<file path="config.mk">
export PLATFORM = sky130hd
export DESIGN_NAME = discrete_barrier_option_payoff
export DESIGN_NICKNAME = d
export VERILOG_FILES = /design/src/rtl/dbo_pkg.sv /design/src/rtl/dbo_node.sv /design/src/rtl/dbo_scale.sv /design/src/rtl/discrete_barrier_option_payoff.sv
export SDC_FILE = /design/constraint.sdc
export NUM_CORES = 2
export LEC_CHECK = 0
export BUFFER_PORTS_ARGS = -buffer_cell sky130_fd_sc_hd__clkbuf_2
export CORE_ASPECT_RATIO = 1.4
export CORE_UTILIZATION = 50
export DETAILED_ROUTE_END_ITERATION = 16
export GPL_TIMING_DRIVEN = 0
export PLACE_DENSITY = 0.67
export RECOVER_POWER = 25
export SYNTH_ARGS = -nofsm -noshare
export SYNTH_HDL_FRONTEND = slang
export SYNTH_SLANG_ARGS = --single-unit
</file>
<file path="constraint.sdc">
create_clock -name clk -period 10.9 [get_ports clk]
set_clock_uncertainty 0.15 [all_clocks]
set_input_delay 1.635 -clock clk [delete_from_list [all_inputs] [get_ports clk]]
set_output_delay 1.635 -clock clk [all_outputs]
set_load 0.1 [all_outputs]
</file>
<file path="src/rtl/dbo_pkg.sv">
package dbo_pkg;

  localparam int unsigned PRICE_W = 32;
  localparam int unsigned DISC_W  = 17;
  localparam int unsigned FRAC_W  = 16;
  localparam int unsigned CFG_IDX_W = 3;

  // register indexes on the configuration port
  localparam logic [CFG_IDX_W-1:0] CFG_BARRIER_KIND  = 3'd0;
  localparam logic [CFG_IDX_W-1:0] CFG_BARRIER_LEVEL = 3'd1;
  localparam logic [CFG_IDX_W-1:0] CFG_REBATE_AMOUNT = 3'd2;
  localparam logic [CFG_IDX_W-1:0] CFG_OPTION_KIND   = 3'd3;
  localparam logic [CFG_IDX_W-1:0] CFG_STRIKE_PRICE  = 3'd4;

  // barrier kind bits
  localparam int unsigned KIND_UP_BIT  = 0;
  localparam int unsigned KIND_OUT_BIT = 1;

  localparam logic OPT_CALL = 1'b0;
  localparam logic OPT_PUT  = 1'b1;

  localparam logic STATUS_OK    = 1'b0;
  localparam logic STATUS_SHORT = 1'b1;

  localparam logic [1:0]         KIND_RESET   = 2'd0;
  localparam logic [PRICE_W-1:0] LEVEL_RESET  = 32'h0001_0000;
  localparam logic [PRICE_W-1:0] REBATE_RESET = 32'h0000_0000;
  localparam logic [PRICE_W-1:0] STRIKE_RESET = 32'h0001_0000;

  typedef struct packed {
    logic [1:0]         barrier_kind;
    logic [PRICE_W-1:0] barrier_level;
    logic [PRICE_W-1:0] rebate_amount;
    logic               option_kind;
    logic [PRICE_W-1:0] strike_price;
  } cfg_t;

  // operands for the end-of-path scaling stage
  typedef struct packed {
    logic [PRICE_W-1:0] value;
    logic [DISC_W-1:0]  disc;
    logic               knocked;
    logic               status;
  } job_t;

endpackage

</file>
<file path="src/rtl/dbo_node.sv">
module dbo_node (
  input  logic                         clk,
  input  logic                         rst,
  input  dbo_pkg::cfg_t                cfg,
  input  logic                         in_valid,
  output logic                         in_stall,
  input  logic [dbo_pkg::PRICE_W-1:0]  spot_price,
  input  logic [dbo_pkg::DISC_W-1:0]   discount_factor,
  input  logic                         first_node,
  input  logic                         last_node,
  output logic                         job_valid,
  input  logic                         job_ready,
  output dbo_pkg::job_t                job
);

  logic                        node_valid;
  logic [dbo_pkg::PRICE_W-1:0] node_price;
  logic [dbo_pkg::DISC_W-1:0]  node_disc;
  logic                        node_first;
  logic                        node_last;

  logic                        knocked;
  logic                        knocked_next;
  logic [dbo_pkg::DISC_W-1:0]  knock_disc;
  logic [dbo_pkg::DISC_W-1:0]  knock_disc_next;

  logic                        node_done;
  logic                        node_ready;
  logic                        hit;
  logic                        up;
  logic                        is_out;
  logic [dbo_pkg::PRICE_W-1:0] vanilla;

  // a non-last node retires at once; a last node waits for the scaler
  assign node_done  = node_valid && (!node_last || job_ready);
  assign node_ready = !node_valid || node_done;
  assign in_stall   = !node_ready;

  always_ff @(posedge clk) begin
    if (rst) begin
      node_valid <= 1'b0;
    end else if (node_ready) begin
      node_valid <= in_valid;
    end
  end

  always_ff @(posedge clk) begin
    if (node_ready && in_valid) begin
      node_price <= spot_price;
      node_disc  <= discount_factor;
      node_first <= first_node;
      node_last  <= last_node;
    end
  end

  assign up     = cfg.barrier_kind[dbo_pkg::KIND_UP_BIT];
  assign is_out = cfg.barrier_kind[dbo_pkg::KIND_OUT_BIT];
  assign hit    = up ? (node_price >= cfg.barrier_level) : (node_price <= cfg.barrier_level);

  always_comb begin
    knocked_next    = knocked;
    knock_disc_next = knock_disc;
    if (node_first) begin
      knocked_next    = 1'b0;
      knock_disc_next = '0;
    end else if (hit) begin
      knocked_next = 1'b1;
      if (!knocked) begin
        knock_disc_next = node_disc;
      end
    end
  end

  always_ff @(posedge clk) begin
    if (rst) begin
      knocked    <= 1'b0;
      knock_disc <= '0;
    end else if (node_done) begin
      knocked    <= knocked_next;
      knock_disc <= knock_disc_next;
    end
  end

  always_comb begin
    if (cfg.option_kind == dbo_pkg::OPT_PUT) begin
      vanilla = (cfg.strike_price > node_price) ? cfg.strike_price - node_price : '0;
    end else begin
      vanilla = (node_price > cfg.strike_price) ? node_price - cfg.strike_price : '0;
    end
  end

  always_comb begin
    job.knocked = knocked_next;
    job.status  = dbo_pkg::STATUS_OK;
    job.disc    = node_disc;
    if (node_first) begin
      // single-node path: zero value, short status
      job.value   = '0;
      job.disc    = '0;
      job.knocked = 1'b0;
      job.status  = dbo_pkg::STATUS_SHORT;
    end else if (is_out) begin
      if (knocked_next) begin
        job.value = cfg.rebate_amount;
        job.disc  = knock_disc_next;
      end else begin
        job.value = vanilla;
      end
    end else begin
      job.value = knocked_next ? vanilla : cfg.rebate_amount;
    end
  end

  assign job_valid = node_valid && node_last;

endmodule

</file>
<file path="src/rtl/dbo_scale.sv">
module dbo_scale (
  input  logic                         clk,
  input  logic                         rst,
  input  logic                         job_valid,
  output logic                         job_ready,
  input  dbo_pkg::job_t                job,
  output logic                         out_valid,
  input  logic                         out_stall,
  output logic [dbo_pkg::PRICE_W-1:0]  path_value,
  output logic                         was_knocked,
  output logic                         status
);

  localparam int unsigned PROD_W = dbo_pkg::PRICE_W + dbo_pkg::DISC_W;
  localparam int unsigned SHR_W  = PROD_W - dbo_pkg::FRAC_W;

  logic                 op_valid;
  dbo_pkg::job_t        op;
  logic                 op_ready;
  logic                 res_ready;
  logic [PROD_W-1:0]    prod;
  logic [SHR_W-1:0]     scaled;
  logic [dbo_pkg::PRICE_W-1:0] sat;

  assign res_ready = !out_valid || !out_stall;
  assign op_ready  = !op_valid || res_ready;
  assign job_ready = op_ready;

  always_ff @(posedge clk) begin
    if (rst) begin
      op_valid <= 1'b0;
    end else if (op_ready) begin
      op_valid <= job_valid;
    end
  end

  always_ff @(posedge clk) begin
    if (op_ready && job_valid) begin
      op <= job;
    end
  end

  // Q16.16 x Q1.16, floor to Q16.16, clamp at all-ones
  assign prod   = PROD_W'(op.value) * PROD_W'(op.disc);
  assign scaled = prod[PROD_W-1:dbo_pkg::FRAC_W];
  assign sat    = (|scaled[SHR_W-1:dbo_pkg::PRICE_W]) ? '1 : scaled[dbo_pkg::PRICE_W-1:0];

  always_ff @(posedge clk) begin
    if (rst) begin
      out_valid <= 1'b0;
    end else if (res_ready) begin
      out_valid <= op_valid;
    end
  end

  always_ff @(posedge clk) begin
    if (res_ready && op_valid) begin
      path_value  <= sat;
      was_knocked <= op.knocked;
      status      <= op.status;
    end
  end

endmodule

</file>
<file path="src/rtl/discrete_barrier_option_payoff.sv">
// A last path node's result passes the node register, the operand register and
// the result register on its way out.
// Throughput: one path node per cycle; only output back-pressure stalls input.
// Reset (synchronous, active high) empties the pipeline, clears the knock state
// and loads register defaults: down-in call, barrier 1.0, rebate 0, strike 1.0.
module discrete_barrier_option_payoff (
  input  logic                           clk,
  input  logic                           rst,
  input  logic                           cfg_valid,
  output logic                           cfg_ready,
  input  logic [dbo_pkg::CFG_IDX_W-1:0]  cfg_index,
  input  logic [dbo_pkg::PRICE_W-1:0]    cfg_data,
  input  logic                           in_valid,
  output logic                           in_stall,
  input  logic [dbo_pkg::PRICE_W-1:0]    spot_price,
  input  logic [dbo_pkg::DISC_W-1:0]     discount_factor,
  input  logic                           first_node,
  input  logic                           last_node,
  output logic                           out_valid,
  input  logic                           out_stall,
  output logic [dbo_pkg::PRICE_W-1:0]    path_value,
  output logic                           was_knocked,
  output logic                           status
);

  dbo_pkg::cfg_t cfg;
  logic          job_valid;
  logic          job_ready;
  dbo_pkg::job_t job;

  assign cfg_ready = 1'b1;

  always_ff @(posedge clk) begin
    if (rst) begin
      cfg.barrier_kind  <= dbo_pkg::KIND_RESET;
      cfg.barrier_level <= dbo_pkg::LEVEL_RESET;
      cfg.rebate_amount <= dbo_pkg::REBATE_RESET;
      cfg.option_kind   <= dbo_pkg::OPT_CALL;
      cfg.strike_price  <= dbo_pkg::STRIKE_RESET;
    end else if (cfg_valid && cfg_ready) begin
      unique case (cfg_index)
        dbo_pkg::CFG_BARRIER_KIND:  cfg.barrier_kind  <= cfg_data[1:0];
        dbo_pkg::CFG_BARRIER_LEVEL: cfg.barrier_level <= cfg_data;
        dbo_pkg::CFG_REBATE_AMOUNT: cfg.rebate_amount <= cfg_data;
        dbo_pkg::CFG_OPTION_KIND:   cfg.option_kind   <= cfg_data[0];
        dbo_pkg::CFG_STRIKE_PRICE:  cfg.strike_price  <= cfg_data;
        default: ;
      endcase
    end
  end

  dbo_node u_node (
    .clk             (clk),
    .rst             (rst),
    .cfg             (cfg),
    .in_valid        (in_valid),
    .in_stall        (in_stall),
    .spot_price      (spot_price),
    .discount_factor (discount_factor),
    .first_node      (first_node),
    .last_node       (last_node),
    .job_valid       (job_valid),
    .job_ready       (job_ready),
    .job             (job)
  );

  dbo_scale u_scale (
    .clk         (clk),
    .rst         (rst),
    .job_valid   (job_valid),
    .job_ready   (job_ready),
    .job         (job),
    .out_valid   (out_valid),
    .out_stall   (out_stall),
    .path_value  (path_value),
    .was_knocked (was_knocked),
    .status      (status)
  );

`ifndef SYNTHESIS
  // input back-pressure only ever comes from a held result
  a_stall_source: assert property (@(posedge clk) disable iff (rst)
    in_stall |-> (out_valid && out_stall))
    else $error("input stalled without a held result beat");

  // a short path carries neither value nor knock
  a_short_path: assert property (@(posedge clk) disable iff (rst)
    (out_valid && status == dbo_pkg::STATUS_SHORT) |-> (path_value == '0 && !was_knocked))
    else $error("short-path result with value or knock set");

  // a job taken by the scaler is never flagged both short and knocked
  a_job_only_last: assert property (@(posedge clk) disable iff (rst)
    job_valid |-> !job_ready || $countones({job.status, job.knocked}) <= 1)
    else $error("scaler job flagged both short and knocked");
`endif

endmodule

</file>
Word-level counts from Yosys, hierarchy flattened
Cells that the tools add are included.
{"block": "classes", "add_sub_neg": 2, "n_mul": 1, "div_mod_pow": 0, "magnitude_cmp": 4, "n_eq_ne": 4, "shift": 0, "n_mux": 15, "n_bitwise": 0, "reduce_logical": 21}
{"cell": "$mux W32", "count": 6}
{"cell": "$mux W17", "count": 5}
{"cell": "$gt A32 B32 Y1", "count": 2}
{"cell": "$sub A32 B32 Y32", "count": 2}
{"cell": "$mul A32 B17 Y49", "count": 1}
{"cell": "$ge A32 B32 Y1", "count": 1}
{"cell": "$le A32 B32 Y1", "count": 1}
{"cell": "$reduce_and A2 Y1", "count": 5}
{"cell": "$eq A3 B2 Y1 const B", "count": 2}
{"cell": "$logic_not A1 Y1", "count": 6}
{"cell": "$logic_and A1 B1 Y1", "count": 5}
{"cell": "$logic_or A1 B1 Y1", "count": 4}
{"cell": "$mux W1", "count": 4}
{"cell": "$eq A3 B1 Y1 const B", "count": 1}
{"cell": "$eq A3 B3 Y1 const B", "count": 1}
{"cell": "$logic_not A3 Y1", "count": 1}
{"block": "totals", "register_bits": 256, "latch_bits": 0, "ram_bits": 0, "mem_bits_ro": 0, "in_bits": 91, "out_inout_bits": 37, "memories": 0}

Logic depth before layout (Yosys ltp)
{"block": "logic_depth", "depth_word": 7, "depth_mapped": 25, "mapped_depth_nobuf": 23}

Hierarchy
A second synthesis with hierarchy kept.
{"block": "hier_totals", "cells_unflattened": 3359, "hier_area_um2": 31256.2}
{"module": "dbo_scale", "n_inst": 1, "cells_per_inst": 2047, "area_per_inst_um2": 19474.9, "seq_area_each_um2": 2592.5}
{"module": "dbo_node", "n_inst": 1, "cells_per_inst": 947, "area_per_inst_um2": 7738.7, "seq_area_each_um2": 1911.8}
{"module": "discrete_barrier_option_payoff", "n_inst": 1, "cells_per_inst": 365, "area_per_inst_um2": 4042.6, "seq_area_each_um2": 1981.9}

Worst setup path before layout
No wires, ideal clock.
{"block": "synth_timing", "path_type": "flip-flop to flip-flop", "startpoint": "register u_scale.op[37] (netlist bit)", "endpoint": "register u_scale.path_value[28] (netlist bit), data pin", "setup_ns": 0.264, "t_arrival_ns": 6.238, "t_required_ns": 10.486, "setup_slack_ns": 4.249, "stages_incl_launch_ff": 24, "n_path_buf": 3, "period_less_slack_ns": 6.651, "path_cell_list": "edfxtp_1 -> clkbuf_1 -> nand2_1 -> fa_1 -> fa_1 -> fa_1 -> inv_1 -> fa_1 -> fa_1 -> inv_1 -> fa_1 -> inv_1 -> ha_1 -> buf_2 -> nand4_1 -> nor3_1 -> and3_1 -> o2111a_1 -> o2111a_1 -> o21ai_1 -> a211o_1 -> a221oi_2 -> buf_2 -> o21ai_0"}
{"block": "synth_via", "elab_chain_cells": 1}
{"element": "start: declaration", "line_no": "dbo_scale.sv:18", "source": "dbo_pkg::job_t op;"}
{"element": "start signal: assignment", "line_no": "dbo_scale.sv:39", "source": "op <= job;"}
{"element": "$mul A32 B17 Y49", "line_no": "dbo_scale.sv:44", "source": "assign prod = PROD_W'(op.value) * PROD_W'(op.disc);"}
{"element": "end signal: assignment", "line_no": "dbo_scale.sv:58", "source": "path_value <= sat;"}
{"element": "end: declaration", "line_no": "dbo_scale.sv:9", "source": "output logic [dbo_pkg::PRICE_W-1:0] path_value,"}
Every way passes these cells.
A chain may end at the register's enable or synchronous reset.

Worst setup path after layout
{"block": "layout_timing", "startpoint": "register u_scale.op[12] (netlist bit)", "endpoint": "register u_scale.path_value[30] (netlist bit), data pin"}
Same word-level chain as after synthesis.

==> metrics.csv <==
metric,value,unit
status,finished with violations,
failing checks,"capacitance limit, slew limit",
asr flop ratio synth,0,%
total negative setup slack,0,ps
LEAKAGE,0.01514,uW
CP Launch Type,register,
# setup viols final,0,
gpl congestion,0.9951,
cts bufs inserted,27,
clk_lat worst skew,600,ps
top_reg_cell synth,edfxtp_1,
Synth Net Count,4259,
crit-path max FO,10,
type of the tightest min-delay check,register to register,
cell taking the most area after synthesis,fa_1,
compound-gate portion of the synthesized area,12.16,%
Placed Cells,4441,
simple-gate area share of the yosys netlist,17.08,%
Power Density,226.1,nW/um^2
die width,211.0,um
clk sink count,256,
DRT iter0 DRCs,1642,
H-tree Lvls,1,
Peak VDD IR,0.2610,mV
per-cell routed wire length,21.46,um
die area,62130,sq um
mux contribution to synthesized area,0.09826,%
Syn Inst Count,3502,
Synth area leaders,"fa_1, edfxtp_1, ha_1",
number of global-route vias before repair,26392,
RSZ-0062 raised after global routing,no,
largest net degree at the start of global routing,34,
Synth Register Bits,256,
Post-synth EDFFs,136,
endpoint class of the critical path,register,
Syn-to-layout area delta,8.331,%
# rows,106,
"CTS clk-pin slew, worst paths",60,ps
Max clock buf depth,3,
Critical Path RT,11070,ps
worst path arrival time,8940,ps
DRT antenna net count,0,
io pins,128,
buffer count from post-CTS setup fixing,0,
Syn. warnings,0,
max_cap viols,4,
cts repair resizes,0,
chip height,294.5,um
Vias per Instance,5.596,
Slew Limit Fails,76,
Crit Path Category,register to register,
IO Port Bufs,126,
initial antenna violation count,1,
via count,25132,
"Cell Count, Final, Fillers Out",4491,
WL final,96.38,mm
Final Hold Fails,0,
"commonest cells after routing, fill and taps aside","nand2_1, inv_1, fa_1",
Total Power,7487,uW
register area share after synthesis,21.22,%
final worst-path cycle share,80.47,%
post-synth top area share,29.41,%
CTS Root Cell,clkbuf_16,
Worst Tran Pin Value,3059,ps
hold_ws,273.1,ps
post-DP HPWL,79.78,mm
DRT Pass-1 Iters,7,
Initial Util,50.87,%
first-pass GRT wire length,148.8,mm
hold buffer count at CTS,0,
Inserted Diodes,0,
Adder-Cell Fraction of Synth Area,38.30,%
Slew headroom,-105.7,%
"most common cell after layout, fill and taps aside",nand2_1,
post-layout util,55.11,%
largest family of logic cells by synthesized area,adder cells,
Unique masters post-synth,66,
core area,60080,sq um
f_max,0.1140,GHz
CTS tree,built,
nets,4417,
xor/xnor share of the synthesized area,0.9989,%
Synth Cell Area,30560,sq um
DRC,0,
fraction of layout cells with a size suffix above 1,5.542,%
Global Route Usage Sum,31.99,%
Synth Area per Inst,8.727,sq um
minimum clock period,8771,ps
GRT overflow,0,
## cell type report
class	count	area [sq um]
fill	5693	26970
sequential	256	6486
buffer	187	726.9
clock buffer	39	763.2
multi-input combinational	2428	20980
tap	810	1013
clock inverter	11	103.9
inverter	631	2369
timing repair buffer	129	665.6
## Yosys cell counts (all sizes together) (18+ instances only)
cell type,number
o21ai,63
and2,222
and3,20
fa,449
o211ai,27
a21oi,247
ha,217
xnor2,25
a22o,18
edfxtp,136
nand2,710
nor2,59
a21o,50
buf,21
o21bai,18
dfxtp,120
nor3,21
nand4,29
inv,631
nand3,37
clkbuf,166
## worst paths after layout
| check | startpoint | end | slack (ps) | cells after the start |
|---|---|---|---|---|
| setup / recovery | u_scale.op[12]$_SDFFCE_PP0P_ | u_scale.path_value[30]$_SDFFCE_PP1P_ | 2130 | 23 |
| hold / removal | u_scale.op[0]$_DFFE_PP_ | u_scale.status$_DFFE_PP_ | 270 | 0 |
| setup reg to reg | u_scale.op[12]$_SDFFCE_PP0P_ | u_scale.path_value[30]$_SDFFCE_PP1P_ | 2130 | 23 |
| hold reg to reg | u_scale.op[0]$_DFFE_PP_ | u_scale.status$_DFFE_PP_ | 270 | 0 |
## registers in the layout (all words and copies together), names as in the netlist
| signal | flops |
|---|---|
| cfg | 99 |
| u_node.knock_disc | 17 |
| u_node.knocked | 1 |
| u_node.node_disc | 17 |
| u_node.node_first | 1 |
| u_node.node_last | 1 |
| u_node.node_price | 32 |
| u_node.node_valid | 1 |
| u_scale.op | 51 |
| u_scale.op_valid | 1 |
| u_scale.out_valid | 1 |
| u_scale.path_value | 32 |
| u_scale.status | 1 |
| u_scale.was_knocked | 1 |
## critical path, stage by stage (launching register included)
cell and delay (ps):
edfxtp_1 720, clkbuf_1 740, nand2_1 150, fa_1 510, inv_1 50, fa_1 480, fa_1 600, fa_1 450
fa_1 490, inv_1 50, fa_1 480, inv_1 40, ha_1 250, buf_2 180, nand4_1 180, nor3_1 520
and3_1 290, o2111a_1 410, o2111a_1 290, o21ai_1 160, a211o_1 330, a221oi_2 440, buf_2 380, o21ai_0 140
## kinds of logic after synthesis
logic type	after synthesis
AND/OR/NAND/NOR	1146
buffers and inverters	818
adder cells (fa/ha/maj)	666
AO/OA/AOI/OAI	578
flip-flops	256
XOR/XNOR	34
multiplexers	3
other	1
## power by group
| group | switching [uW] | leakage, uW | internal (uW) | total (uW) |
|---|---|---|---|---|
| sequential | 52.2 | 0.00227 | 1290 | 1340 |
| combinational | 3230 | 0.0124 | 1980 | 5220 |
| clock | 414 | 0.000433 | 515 | 929 |
| total | 3700 | 0.0151 | 3790 | 7490 |
## routing by layer
layer / part of all wire (%) / track usage, % / wire (um)
met5: 0 / 0 / 0
met3: 6.1 / 3.793 / 5832
met2: 50 / 57.72 / 48470
met4: 9.2 / 24.11 / 8821
met1: 35 / 34.06 / 33250
## stage by stage
step                      instance area, sq um  setup WS (ps)
after detailed placement                 32290           2192
after global placement                   32210           2242
after CTS                                33160           2175
final                                    33110           2129
after floorplan                          30560           4249
after global routing                     33110           1806
No activity file was read; power rests on OpenSTA's default activity.
